$ cat config.mk
export PLATFORM = sky130hd
export DESIGN_NAME = binary_overlap_radial_moment_flat
export DESIGN_NICKNAME = d
export VERILOG_FILES = /design/src/hdl/bormom_pkg.sv /design/src/hdl/bormom_if.sv /design/src/hdl/bormom_datapath.sv /design/src/hdl/bormom_ctrl.sv /design/src/hdl/binary_overlap_radial_moment.sv /design/src/flat_wrapper.sv
export SDC_FILE = /design/constraint.sdc
export NUM_CORES = 2
export LEC_CHECK = 0
export ABC_AREA = 1
export BUFFER_PORTS_ARGS = -buffer_cell sky130_fd_sc_hd__buf_2
export CAP_MARGIN = 20
export CORE_MARGIN = 3
export CORE_UTILIZATION = 59
export DETAILED_ROUTE_END_ITERATION = 10
export PLACE_DENSITY = 0.79
export SYNTH_ARGS = -nofsm -noshare
export SYNTH_HDL_FRONTEND = slang
export SYNTH_HIERARCHICAL = 1
export SYNTH_SLANG_ARGS = --single-unit
$ cat constraint.sdc
create_clock -name clk -period 6 [get_ports clk]
set_input_delay 1.2 -clock clk [delete_from_list [all_inputs] [get_ports clk]]
set_output_delay 1.2 -clock clk [all_outputs]
set_load 0.05 [all_outputs]
$ cat src/hdl/bormom_pkg.sv
// Shared constants, codes and control types of the binary overlap radial moment block.
package bormom_pkg;

    localparam int DEF_MAX_WIDTH  = 1024;
    localparam int DEF_MAX_HEIGHT = 1024;
    localparam int DEF_FRAC_BITS  = 8;

    localparam int PIX_BITS   = 8;
    localparam int ROOT_BITS  = 28;
    localparam int COUNT_BITS = 21;
    localparam int CFG_BITS   = 11;
    localparam int CFG_IDX_W  = 1;

    localparam logic [CFG_IDX_W-1:0] REG_IMAGE_WIDTH  = 1'd0;
    localparam logic [CFG_IDX_W-1:0] REG_IMAGE_HEIGHT = 1'd1;

    localparam logic [CFG_BITS-1:0] RST_IMAGE_WIDTH  = 11'd640;
    localparam logic [CFG_BITS-1:0] RST_IMAGE_HEIGHT = 11'd480;

    localparam logic [PIX_BITS-1:0] PIX_FULL = 8'hFF;

    // Operand pair of the serial multiply-accumulate.
    typedef enum logic [1:0] {
        PH_SUMSQ = 2'd0,
        PH_COL   = 2'd1,
        PH_ROW   = 2'd2
    } mul_phase_t;

    typedef struct packed {
        logic       accept;
        logic       clear;
        logic       mul_load;
        logic       mul_step;
        mul_phase_t phase;
        logic       div_load;
        logic       div_step;
        logic       sqrt_step;
        logic       put;
    } cmd_t;

    typedef struct packed {
        logic frame_end;
        logic count_zero;
        logic mul_zero;
    } sts_t;

endpackage

$ cat src/hdl/bormom_if.sv
// Handshake interfaces: pixel pair items, result items and configuration writes.
interface bormom_pix_if;
    logic                          valid;
    logic                          ready;
    logic [bormom_pkg::PIX_BITS-1:0] pixel_a;
    logic [bormom_pkg::PIX_BITS-1:0] pixel_b;
    modport source (output valid, output pixel_a, output pixel_b, input ready);
    modport sink   (input valid, input pixel_a, input pixel_b, output ready);
endinterface

interface bormom_res_if;
    logic                              valid;
    logic                              ready;
    logic [bormom_pkg::ROOT_BITS-1:0]  root_moment;
    logic [bormom_pkg::COUNT_BITS-1:0] hit_count;
    logic                              empty_overlap;
    modport source (output valid, output root_moment, output hit_count,
                    output empty_overlap, input ready);
    modport sink   (input valid, input root_moment, input hit_count,
                    input empty_overlap, output ready);
endinterface

interface bormom_cfg_if;
    logic                             valid;
    logic                             ready;
    logic [bormom_pkg::CFG_IDX_W-1:0] index;
    logic [bormom_pkg::CFG_BITS-1:0]  data;
    modport source (output valid, output index, output data, input ready);
    modport sink   (input valid, input index, input data, output ready);
endinterface

$ cat src/hdl/bormom_datapath.sv
// Datapath: accumulators, serial multiplier, restoring divider and square root.
module bormom_datapath #(
    parameter int MAX_WIDTH  = 1024,
    parameter int MAX_HEIGHT = 1024,
    parameter int FRAC_BITS  = 8,
    parameter int SW         = 80
) (
    input  logic                              clk,
    input  logic                              rst_n,
    input  logic [bormom_pkg::PIX_BITS-1:0]   pixel_a,
    input  logic [bormom_pkg::PIX_BITS-1:0]   pixel_b,
    input  logic                              cfg_we,
    input  logic [bormom_pkg::CFG_IDX_W-1:0]  cfg_index,
    input  logic [bormom_pkg::CFG_BITS-1:0]   cfg_data,
    input  bormom_pkg::cmd_t                  cmd,
    output bormom_pkg::sts_t                  sts,
    output logic [bormom_pkg::ROOT_BITS-1:0]  root_moment,
    output logic [bormom_pkg::COUNT_BITS-1:0] hit_count,
    output logic                              empty_overlap
);
    import bormom_pkg::*;

    localparam int CW   = $clog2(MAX_WIDTH);
    localparam int RW   = $clog2(MAX_HEIGHT);
    localparam int NW   = $clog2(MAX_WIDTH * MAX_HEIGHT + 1);
    localparam int SXW  = CW + NW;
    localparam int SYW  = RW + NW;
    localparam int PW   = 2 * ((CW > RW) ? CW : RW) + 1;
    localparam int SQW  = PW + NW;
    localparam int NUMW = NW + SQW;
    localparam int MPW  = (SXW > SYW) ? ((SXW > NW) ? SXW : NW) : ((SYW > NW) ? SYW : NW);
    localparam int DWW  = $clog2(MAX_WIDTH + 1);
    localparam int DWH  = $clog2(MAX_HEIGHT + 1);
    localparam int EW   = ((DWW > DWH) ? ((DWW > CFG_BITS) ? DWW : CFG_BITS)
                                       : ((DWH > CFG_BITS) ? DWH : CFG_BITS)) + 1;
    localparam int HW   = SW / 2;
    localparam int XW   = HW + ROOT_BITS;

    logic [CFG_BITS-1:0] width_reg, height_reg;
    logic [CW-1:0]       col_reg, col_next;
    logic [RW-1:0]       row_reg, row_next;
    logic [NW-1:0]       count_reg;
    logic [SXW-1:0]      sum_col_reg;
    logic [SYW-1:0]      sum_row_reg;
    logic [SQW-1:0]      sum_sq_reg;
    logic [NUMW-1:0]     acc_reg, mcand_reg;
    logic [MPW-1:0]      mplier_reg;
    logic [SW-1:0]       qr_reg;
    logic [NW-1:0]       drem_reg;
    logic [HW:0]         srem_reg;
    logic [HW-1:0]       root_reg;
    logic [ROOT_BITS-1:0] root_out_reg;
    logic [COUNT_BITS-1:0] hit_out_reg;
    logic                empty_out_reg;

    logic [EW-1:0] w_ext, h_ext, w_cl, h_cl;
    logic          last_col, last_row, match;
    logic [PW-1:0] sq_term;
    logic [NW:0]   drem_sh, drem_sub;
    logic          qbit;
    logic [HW+2:0] srem_sh, srem_sub, trial;
    logic          rbit;
    logic [XW-1:0] root_x;

    // Clamp the frame size: zero reads as one, oversize saturates.
    always_comb
    begin
        w_ext = EW'(width_reg);
        h_ext = EW'(height_reg);
        if (w_ext == '0)
            w_cl = EW'(1);
        else if (w_ext > EW'(MAX_WIDTH))
            w_cl = EW'(MAX_WIDTH);
        else
            w_cl = w_ext;
        if (h_ext == '0)
            h_cl = EW'(1);
        else if (h_ext > EW'(MAX_HEIGHT))
            h_cl = EW'(MAX_HEIGHT);
        else
            h_cl = h_ext;
        last_col = (EW'(col_reg) + EW'(1)) >= w_cl;
        last_row = (EW'(row_reg) + EW'(1)) >= h_cl;
        match    = (pixel_a & pixel_b) == PIX_FULL;
        sq_term  = PW'(col_reg) * PW'(col_reg) + PW'(row_reg) * PW'(row_reg);
        col_next = last_col ? '0 : col_reg + CW'(1);
        row_next = last_col ? (last_row ? '0 : row_reg + RW'(1)) : row_reg;
    end

    always_comb
    begin
        drem_sh  = {drem_reg, qr_reg[SW-1]};
        qbit     = drem_sh >= {1'b0, count_reg};
        drem_sub = drem_sh - {1'b0, count_reg};
        srem_sh  = {srem_reg, qr_reg[SW-1:SW-2]};
        trial    = {1'b0, root_reg, 2'b01};
        rbit     = srem_sh >= trial;
        srem_sub = srem_sh - trial;
        root_x   = XW'(root_reg);
    end

    assign sts.frame_end  = last_col && last_row;
    assign sts.count_zero = (count_reg == '0);
    assign sts.mul_zero   = (mplier_reg == '0);

    always_ff @(posedge clk or negedge rst_n)
    begin
        if (!rst_n)
        begin
            width_reg   <= RST_IMAGE_WIDTH;
            height_reg  <= RST_IMAGE_HEIGHT;
            col_reg     <= '0;
            row_reg     <= '0;
            count_reg   <= '0;
            sum_col_reg <= '0;
            sum_row_reg <= '0;
            sum_sq_reg  <= '0;
        end
        else
        begin
            if (cfg_we)
            begin
                case (cfg_index)
                    REG_IMAGE_WIDTH:  width_reg  <= cfg_data;
                    REG_IMAGE_HEIGHT: height_reg <= cfg_data;
                    default: ;
                endcase
            end
            if (cmd.clear)
            begin
                count_reg   <= '0;
                sum_col_reg <= '0;
                sum_row_reg <= '0;
                sum_sq_reg  <= '0;
            end
            else if (cmd.accept)
            begin
                col_reg <= col_next;
                row_reg <= row_next;
                if (match)
                begin
                    count_reg   <= count_reg + NW'(1);
                    sum_col_reg <= sum_col_reg + SXW'(col_reg);
                    sum_row_reg <= sum_row_reg + SYW'(row_reg);
                    sum_sq_reg  <= sum_sq_reg + SQW'(sq_term);
                end
            end
        end
    end

    // Serial engines; payload only, sequenced by the controller.
    always_ff @(posedge clk)
    begin
        if (cmd.mul_load)
        begin
            case (cmd.phase)
                PH_SUMSQ:
                begin
                    acc_reg    <= '0;
                    mcand_reg  <= NUMW'(sum_sq_reg);
                    mplier_reg <= MPW'(count_reg);
                end
                PH_COL:
                begin
                    mcand_reg  <= NUMW'(sum_col_reg);
                    mplier_reg <= MPW'(sum_col_reg);
                end
                PH_ROW:
                begin
                    mcand_reg  <= NUMW'(sum_row_reg);
                    mplier_reg <= MPW'(sum_row_reg);
                end
                default:
                begin
                    mcand_reg  <= '0;
                    mplier_reg <= '0;
                end
            endcase
        end
        else if (cmd.mul_step)
        begin
            if (mplier_reg[0])
                acc_reg <= (cmd.phase == PH_SUMSQ) ? acc_reg + mcand_reg
                                                    : acc_reg - mcand_reg;
            mcand_reg  <= mcand_reg << 1;
            mplier_reg <= mplier_reg >> 1;
        end

        if (cmd.div_load)
        begin
            qr_reg   <= SW'(acc_reg) << (2 * FRAC_BITS);
            drem_reg <= '0;
            srem_reg <= '0;
            root_reg <= '0;
        end
        else if (cmd.div_step)
        begin
            qr_reg   <= {qr_reg[SW-2:0], qbit};
            drem_reg <= qbit ? drem_sub[NW-1:0] : drem_sh[NW-1:0];
        end
        else if (cmd.sqrt_step)
        begin
            qr_reg   <= qr_reg << 2;
            srem_reg <= rbit ? srem_sub[HW:0] : srem_sh[HW:0];
            root_reg <= {root_reg[HW-2:0], rbit};
        end

        if (cmd.put)
        begin
            empty_out_reg <= sts.count_zero;
            hit_out_reg   <= COUNT_BITS'(count_reg);
            if (sts.count_zero)
                root_out_reg <= '0;
            else if (root_x > XW'({ROOT_BITS{1'b1}}))
                root_out_reg <= '1;
            else
                root_out_reg <= root_x[ROOT_BITS-1:0];
        end
    end

    assign root_moment   = root_out_reg;
    assign hit_count     = hit_out_reg;
    assign empty_overlap = empty_out_reg;

endmodule

$ cat src/hdl/bormom_ctrl.sv
// Controller: frame accumulation, per-frame finish sequence and output hand-off.
module bormom_ctrl #(
    parameter int SW = 80
) (
    input  logic             clk,
    input  logic             rst_n,
    input  logic             in_valid,
    output logic             in_ready,
    output logic             out_valid,
    input  logic             out_ready,
    input  bormom_pkg::sts_t sts,
    output bormom_pkg::cmd_t cmd
);
    import bormom_pkg::*;

    localparam int SQRT_STEPS = SW / 2;
    localparam int CNTW       = $clog2(SW + 1);

    typedef enum logic [5:0] {
        S_ACCUM = 6'b000001,
        S_LOAD  = 6'b000010,
        S_MUL   = 6'b000100,
        S_DIV   = 6'b001000,
        S_SQRT  = 6'b010000,
        S_PUT   = 6'b100000
    } state_t;

    state_t     state_reg, state_next;
    mul_phase_t phase_reg, phase_next;
    logic [CNTW-1:0] cnt_reg, cnt_next;
    logic       out_valid_reg, out_valid_next;
    logic       out_free;

    assign out_free  = !out_valid_reg || out_ready;
    assign in_ready  = (state_reg == S_ACCUM);
    assign out_valid = out_valid_reg;

    always_comb
    begin
        state_next     = state_reg;
        phase_next     = phase_reg;
        cnt_next       = cnt_reg;
        out_valid_next = out_valid_reg && !out_ready;
        cmd            = '0;
        cmd.phase      = phase_reg;
        case (state_reg)
            S_ACCUM:
            begin
                cmd.accept = in_valid;
                if (in_valid && sts.frame_end)
                begin
                    phase_next = PH_SUMSQ;
                    state_next = S_LOAD;
                end
            end
            S_LOAD:
            begin
                if (sts.count_zero)
                    state_next = S_PUT;
                else
                begin
                    cmd.mul_load = 1'b1;
                    state_next   = S_MUL;
                end
            end
            S_MUL:
            begin
                if (sts.mul_zero)
                begin
                    if (phase_reg == PH_ROW)
                    begin
                        cmd.div_load = 1'b1;
                        cnt_next     = '0;
                        state_next   = S_DIV;
                    end
                    else
                    begin
                        phase_next = (phase_reg == PH_SUMSQ) ? PH_COL : PH_ROW;
                        state_next = S_LOAD;
                    end
                end
                else
                    cmd.mul_step = 1'b1;
            end
            S_DIV:
            begin
                cmd.div_step = 1'b1;
                if (cnt_reg == CNTW'(SW - 1))
                begin
                    cnt_next   = '0;
                    state_next = S_SQRT;
                end
                else
                    cnt_next = cnt_reg + CNTW'(1);
            end
            S_SQRT:
            begin
                cmd.sqrt_step = 1'b1;
                if (cnt_reg == CNTW'(SQRT_STEPS - 1))
                    state_next = S_PUT;
                else
                    cnt_next = cnt_reg + CNTW'(1);
            end
            S_PUT:
            begin
                if (out_free)
                begin
                    cmd.put        = 1'b1;
                    cmd.clear      = 1'b1;
                    out_valid_next = 1'b1;
                    state_next     = S_ACCUM;
                end
            end
            default:
                state_next = S_ACCUM;
        endcase
    end

    always_ff @(posedge clk or negedge rst_n)
    begin
        if (!rst_n)
        begin
            state_reg     <= S_ACCUM;
            phase_reg     <= PH_SUMSQ;
            cnt_reg       <= '0;
            out_valid_reg <= 1'b0;
        end
        else
        begin
            state_reg     <= state_next;
            phase_reg     <= phase_next;
            cnt_reg       <= cnt_next;
            out_valid_reg <= out_valid_next;
        end
    end

endmodule

$ cat src/hdl/binary_overlap_radial_moment.sv
// Top level of the binary overlap radial moment block.
//
//  channel  modport  moves                                       when
//  pix      sink     pixel_a, pixel_b (one raster pixel pair)    valid & ready
//  res      source   root_moment, hit_count, empty_overlap       valid & ready
//  cfg      sink     index, data (image_width, image_height)     valid & ready
//
// Pixel items are taken back to back while the frame streams in. After the last
// pixel of a frame the pixel input holds off for the finish sequence: a serial
// shift-add multiply (one multiplier bit per cycle, for the count and the column
// and row sums), then a restoring divide and a restoring square root, one
// quotient bit and one root bit per cycle. The result sits in an output
// register, so the next frame streams in while it waits. Reset clears positions,
// sums and the pending result, and restores the default frame size.
// Configuration is taken in every cycle.
module binary_overlap_radial_moment #(
    parameter int MAX_WIDTH  = bormom_pkg::DEF_MAX_WIDTH,
    parameter int MAX_HEIGHT = bormom_pkg::DEF_MAX_HEIGHT,
    parameter int FRAC_BITS  = bormom_pkg::DEF_FRAC_BITS
) (
    input logic         clk,
    input logic         rst_n,
    bormom_pix_if.sink  pix,
    bormom_res_if.source res,
    bormom_cfg_if.sink  cfg
);
    import bormom_pkg::*;

    // Widths of the finish sequence: the moment numerator, scaled by the
    // fraction bits, rounded up to an even width for the two-bit root steps.
    localparam int CW   = $clog2(MAX_WIDTH);
    localparam int RW   = $clog2(MAX_HEIGHT);
    localparam int NW   = $clog2(MAX_WIDTH * MAX_HEIGHT + 1);
    localparam int PW   = 2 * ((CW > RW) ? CW : RW) + 1;
    localparam int NUMW = NW + PW + NW;
    localparam int TW   = NUMW + 2 * FRAC_BITS;
    localparam int SW   = TW + (TW % 2);

    cmd_t cmd;
    sts_t sts;

    // Configuration writes never stall.
    assign cfg.ready = 1'b1;

    bormom_ctrl #(
        .SW (SW)
    ) u_ctrl (
        .clk       (clk),
        .rst_n     (rst_n),
        .in_valid  (pix.valid),
        .in_ready  (pix.ready),
        .out_valid (res.valid),
        .out_ready (res.ready),
        .sts       (sts),
        .cmd       (cmd)
    );

    bormom_datapath #(
        .MAX_WIDTH  (MAX_WIDTH),
        .MAX_HEIGHT (MAX_HEIGHT),
        .FRAC_BITS  (FRAC_BITS),
        .SW         (SW)
    ) u_datapath (
        .clk           (clk),
        .rst_n         (rst_n),
        .pixel_a       (pix.pixel_a),
        .pixel_b       (pix.pixel_b),
        .cfg_we        (cfg.valid),
        .cfg_index     (cfg.index),
        .cfg_data      (cfg.data),
        .cmd           (cmd),
        .sts           (sts),
        .root_moment   (res.root_moment),
        .hit_count     (res.hit_count),
        .empty_overlap (res.empty_overlap)
    );

endmodule
$ cat src/flat_wrapper.sv
// flat-port wrapper written by rule: the top's interface ports become plain ports
module binary_overlap_radial_moment_flat import bormom_pkg::*;
#(
    parameter int MAX_WIDTH  = bormom_pkg::DEF_MAX_WIDTH,
    parameter int MAX_HEIGHT = bormom_pkg::DEF_MAX_HEIGHT,
    parameter int FRAC_BITS  = bormom_pkg::DEF_FRAC_BITS
)
  (clk, rst_n, pix_valid, pix_pixel_a, pix_pixel_b, pix_ready, res_valid, res_root_moment, res_hit_count, res_empty_overlap, res_ready, cfg_valid, cfg_index, cfg_data, cfg_ready);
  bormom_pix_if pix_i ();
  bormom_res_if res_i ();
  bormom_cfg_if cfg_i ();
  input logic clk;
  input logic rst_n;
  input wire logic [$bits(pix_i.valid)-1:0] pix_valid;
  input wire logic [$bits(pix_i.pixel_a)-1:0] pix_pixel_a;
  input wire logic [$bits(pix_i.pixel_b)-1:0] pix_pixel_b;
  output wire logic [$bits(pix_i.ready)-1:0] pix_ready;
  output wire logic [$bits(res_i.valid)-1:0] res_valid;
  output wire logic [$bits(res_i.root_moment)-1:0] res_root_moment;
  output wire logic [$bits(res_i.hit_count)-1:0] res_hit_count;
  output wire logic [$bits(res_i.empty_overlap)-1:0] res_empty_overlap;
  input wire logic [$bits(res_i.ready)-1:0] res_ready;
  input wire logic [$bits(cfg_i.valid)-1:0] cfg_valid;
  input wire logic [$bits(cfg_i.index)-1:0] cfg_index;
  input wire logic [$bits(cfg_i.data)-1:0] cfg_data;
  output wire logic [$bits(cfg_i.ready)-1:0] cfg_ready;
  assign pix_i.valid = pix_valid;
  assign pix_i.pixel_a = pix_pixel_a;
  assign pix_i.pixel_b = pix_pixel_b;
  assign pix_ready = pix_i.ready;
  assign res_valid = res_i.valid;
  assign res_root_moment = res_i.root_moment;
  assign res_hit_count = res_i.hit_count;
  assign res_empty_overlap = res_i.empty_overlap;
  assign res_i.ready = res_ready;
  assign cfg_i.valid = cfg_valid;
  assign cfg_i.index = cfg_index;
  assign cfg_i.data = cfg_data;
  assign cfg_ready = cfg_i.ready;
  binary_overlap_radial_moment #(.MAX_WIDTH(MAX_WIDTH), .MAX_HEIGHT(MAX_HEIGHT), .FRAC_BITS(FRAC_BITS)) u_core (.clk(clk), .rst_n(rst_n), .pix(pix_i), .res(res_i), .cfg(cfg_i));
endmodule
==> results.cfg <==
[layout]
drive_gt1_frac = 0.08991
fin_cells = 7423
largest_reg_flops = 80
fin_area_um2 = 50250
post-route-util = 0.6694
fillCellCount = 6555
fin_nets = 6853
syn2layout_area_growth_pct = 11.60

[drt]
routed_wl_um = 140200
vias_per_cell = 5.716
drtAntennaViolNets = 0
wl_per_cell_um = 18.89
first_pass_iters = 9
drt_first_iter_violations = 4086
via_count = 42430
remaining_drc_errors = 20

[setup_path]
critPathRequiredTime_ns = 6.51
cp_top_family = adder cells
cp_slowest_cell = fa_2
critPathMaxFanout = 7
crit_type = flop to flop
cp_common_cell = fa_1
arrival_ns = 6.37
cp-end-kind = flop
crit_path_start_kind = flop
max_stage_delay_ns = 0.58
path_buf_inv = 7

[sta]
setup_viol = 0
tightest_slew_ns = 1.043
drv_slew = 0
hold_viol = 0
min_period_ns = 5.856
fmax_mhz = 170.8
rsz0062_at_grt = true
skew_ns = 0.03378
relSlewSlack = 0.3033
fin_crit_sh = 0.9761

[clock_network]
htreeDepth = 3
clock_latency_ns = 0.63
clkSlewWorstSetupHoldPaths_ns = 0.06
cts_made_buffers = 66
cts_tree = done
cts-hold-fix-buffers = 0
cts_sinks = 572
cts_buffer_depth = 3
root_buffer = clkbuf_16

[floorplanning]
die_w_um = 282.3
fp.dieArea_um2 = 79670
core-area_um2 = 75070
die_h_um = 282.3
rows = 100
start_util = 0.5998
num_io_pins = 86

[global_routing]
grt_usage = 0.3507
antenna_found_initial = 5
grt_pass1_wl_um = 218800
overflow = 0
grt_max_degree = 101
grt_pass1_vias = 40280

[placed_design]
gp_congestion = 1.013
dpl-instance-area_um2 = 47190
dp_cells = 7279
port_buffers = 84
hpwlAfterDp_um = 108100

[yosys]
yosysTopAreaCell = edfxtp_1
syn-num-nets = 6709
synth_area_leaders = edfxtp_1 18%, nand2_1 12%, dfrtp_1 9.8%
netlist_instances = 6254
synth.top_cell.area_share = 0.1801
synth-edff-count = 270
synth-main-ff-cell = edfxtp_1
seq_area_frac_synth = 0.3349
syn_avg_cell_area_um2 = 7.200
synthMostInstantiatedCell = nand2_1
async_reset_ff_frac = 0.3199
syn_area_um2 = 45030
yosys-top-cells-count = 1414 x nand2_1, 981 x inv_1, 785 x nor2_1, 528 x a21oi_1, 450 x o21ai_0
yosysWarnings = 6
ys_ff_latch = 572
yosysUniqueCellTypes = 59

[outcome]
status = finished, violations left
failed_checks = design-rule violations

[job]
cap_violations = 0

[min_path]
hp-class = flop to flop

[pwr]
power.density_nw_per_um2 = 224.6
peakVddDrop_mv = 0.2031
p_leak_uw = 0.02505
-- worst paths after layout --
check	end	slack, ns	depth (start not counted)	start
hold / removal	u_core/u_datapath/srem_reg[39]	0.48	2	u_core/u_datapath/srem_reg[39]
max in group asynchronous	u_core/u_datapath/sum_col_reg[4]	4.09	2	rst_n
min in group asynchronous	u_core/u_datapath/sum_row_reg[26]	0.66	1	rst_n
hold reg to reg	u_core/u_datapath/srem_reg[39]	0.48	2	u_core/u_datapath/srem_reg[39]
setup / recovery	u_core/u_datapath/sum_sq_reg[20]	0.14	25	u_core/u_datapath/col_reg[6]
setup reg to reg	u_core/u_datapath/sum_sq_reg[20]	0.14	25	u_core/u_datapath/col_reg[6]
-- metrics by stage --
step,setup TNS [ns],setup WS [ns],hold WS [ns],total power (uW)
4_1_cts,0,0.003864,0.4800,11010
3_5_place_dp,-2.624,-0.2235,0.4708,6571
5_1_grt,-0.3699,-0.07315,0.5007,11800
6_report,0,0.1436,0.4784,11290
3_3_place_gp,-1.190,-0.2092,0.4581,6512
2_1_floorplan,0,0.004112,0.4196,5771
-- worst reg2reg max path, delay by kind of cell (launching register included) --
| kind | cells | cell delay, ns |
|---|---|---|
| and+or+nand+nor | 7 | 0.61 |
| DFF | 1 | 0.48 |
| buffers and inverters | 7 | 0.45 |
| adders and majority gates | 8 | 3.79 |
| AOI/OAI and AO/OA | 3 | 0.42 |
-- area by class of cell --
type                            instances  area (um2)  share of cell area
Antenna cell                            3       7.507           0.0001494
Clock buffer                           91        1868             0.03717
Clock inverter                         30       447.9            0.008914
Inverter                             1003        3770             0.07502
Multi-Input combinational cell       4494       25970              0.5168
Sequential cell                       572       15100              0.3004
Tap cell                              969        1212             0.02413
Timing Repair Buffer                  261        1881             0.03742
-- cell families after synthesis --
logic type,Yosys count,synth area share
simple gates,2756,0.2555
buf+inv,1188,0.1010
flops,572,0.3349
compound gates,1182,0.1400
other cells,1,0.00008328
fa+ha+maj,422,0.1428
xor+xnor,133,0.02587
-- where the power goes --
part	switching, uW	internal, uW
registers	82.2	4160
clock network	1750	2560
logic	1600	1130
total	3440	7850
-- layout by cell type, fill, tap and decap left out, types with 18 or more instances in the layout --
cell,count
inv_1,956
dfrtp_1,162
nand4_1,70
inv_2,37
nand2_1,1380
dfxtp_1,119
nand3b_1,19
buf_2,83
clkbuf_16,68
a21oi_1,514
o21bai_1,25
a31oi_1,24
nor2_1,776
xnor2_1,18
xor2_1,114
nor4_1,44
o21ai_0,441
nand3_1,246
nand2_2,37
nor3_1,95
buf_4,158
ha_1,252
a21o_1,23
o22ai_1,63
fa_1,146
edfxtp_1,270
-- repair_timing --
| action | in CTS | in global routing |
|---|---|---|
| setup buffers | 5 | 14 |
| setup endpoints to repair | 26 | 30 |
| endpoints found under the hold margin | 0 | 0 |
| resized for setup | 30 | 128 |
| pin swaps | 16 | 89 |
-- routing by layer --
layer	global-route usage	vias up	wire (um)
li1	-	20580	-
met1	0.4762	19880	59180
met2	0.5784	1676	64850
met3	0.05010	281	10960
met4	0.1212	4	5174
met5	0	-	27
Note: power is estimated with default switching activity, not from simulation.
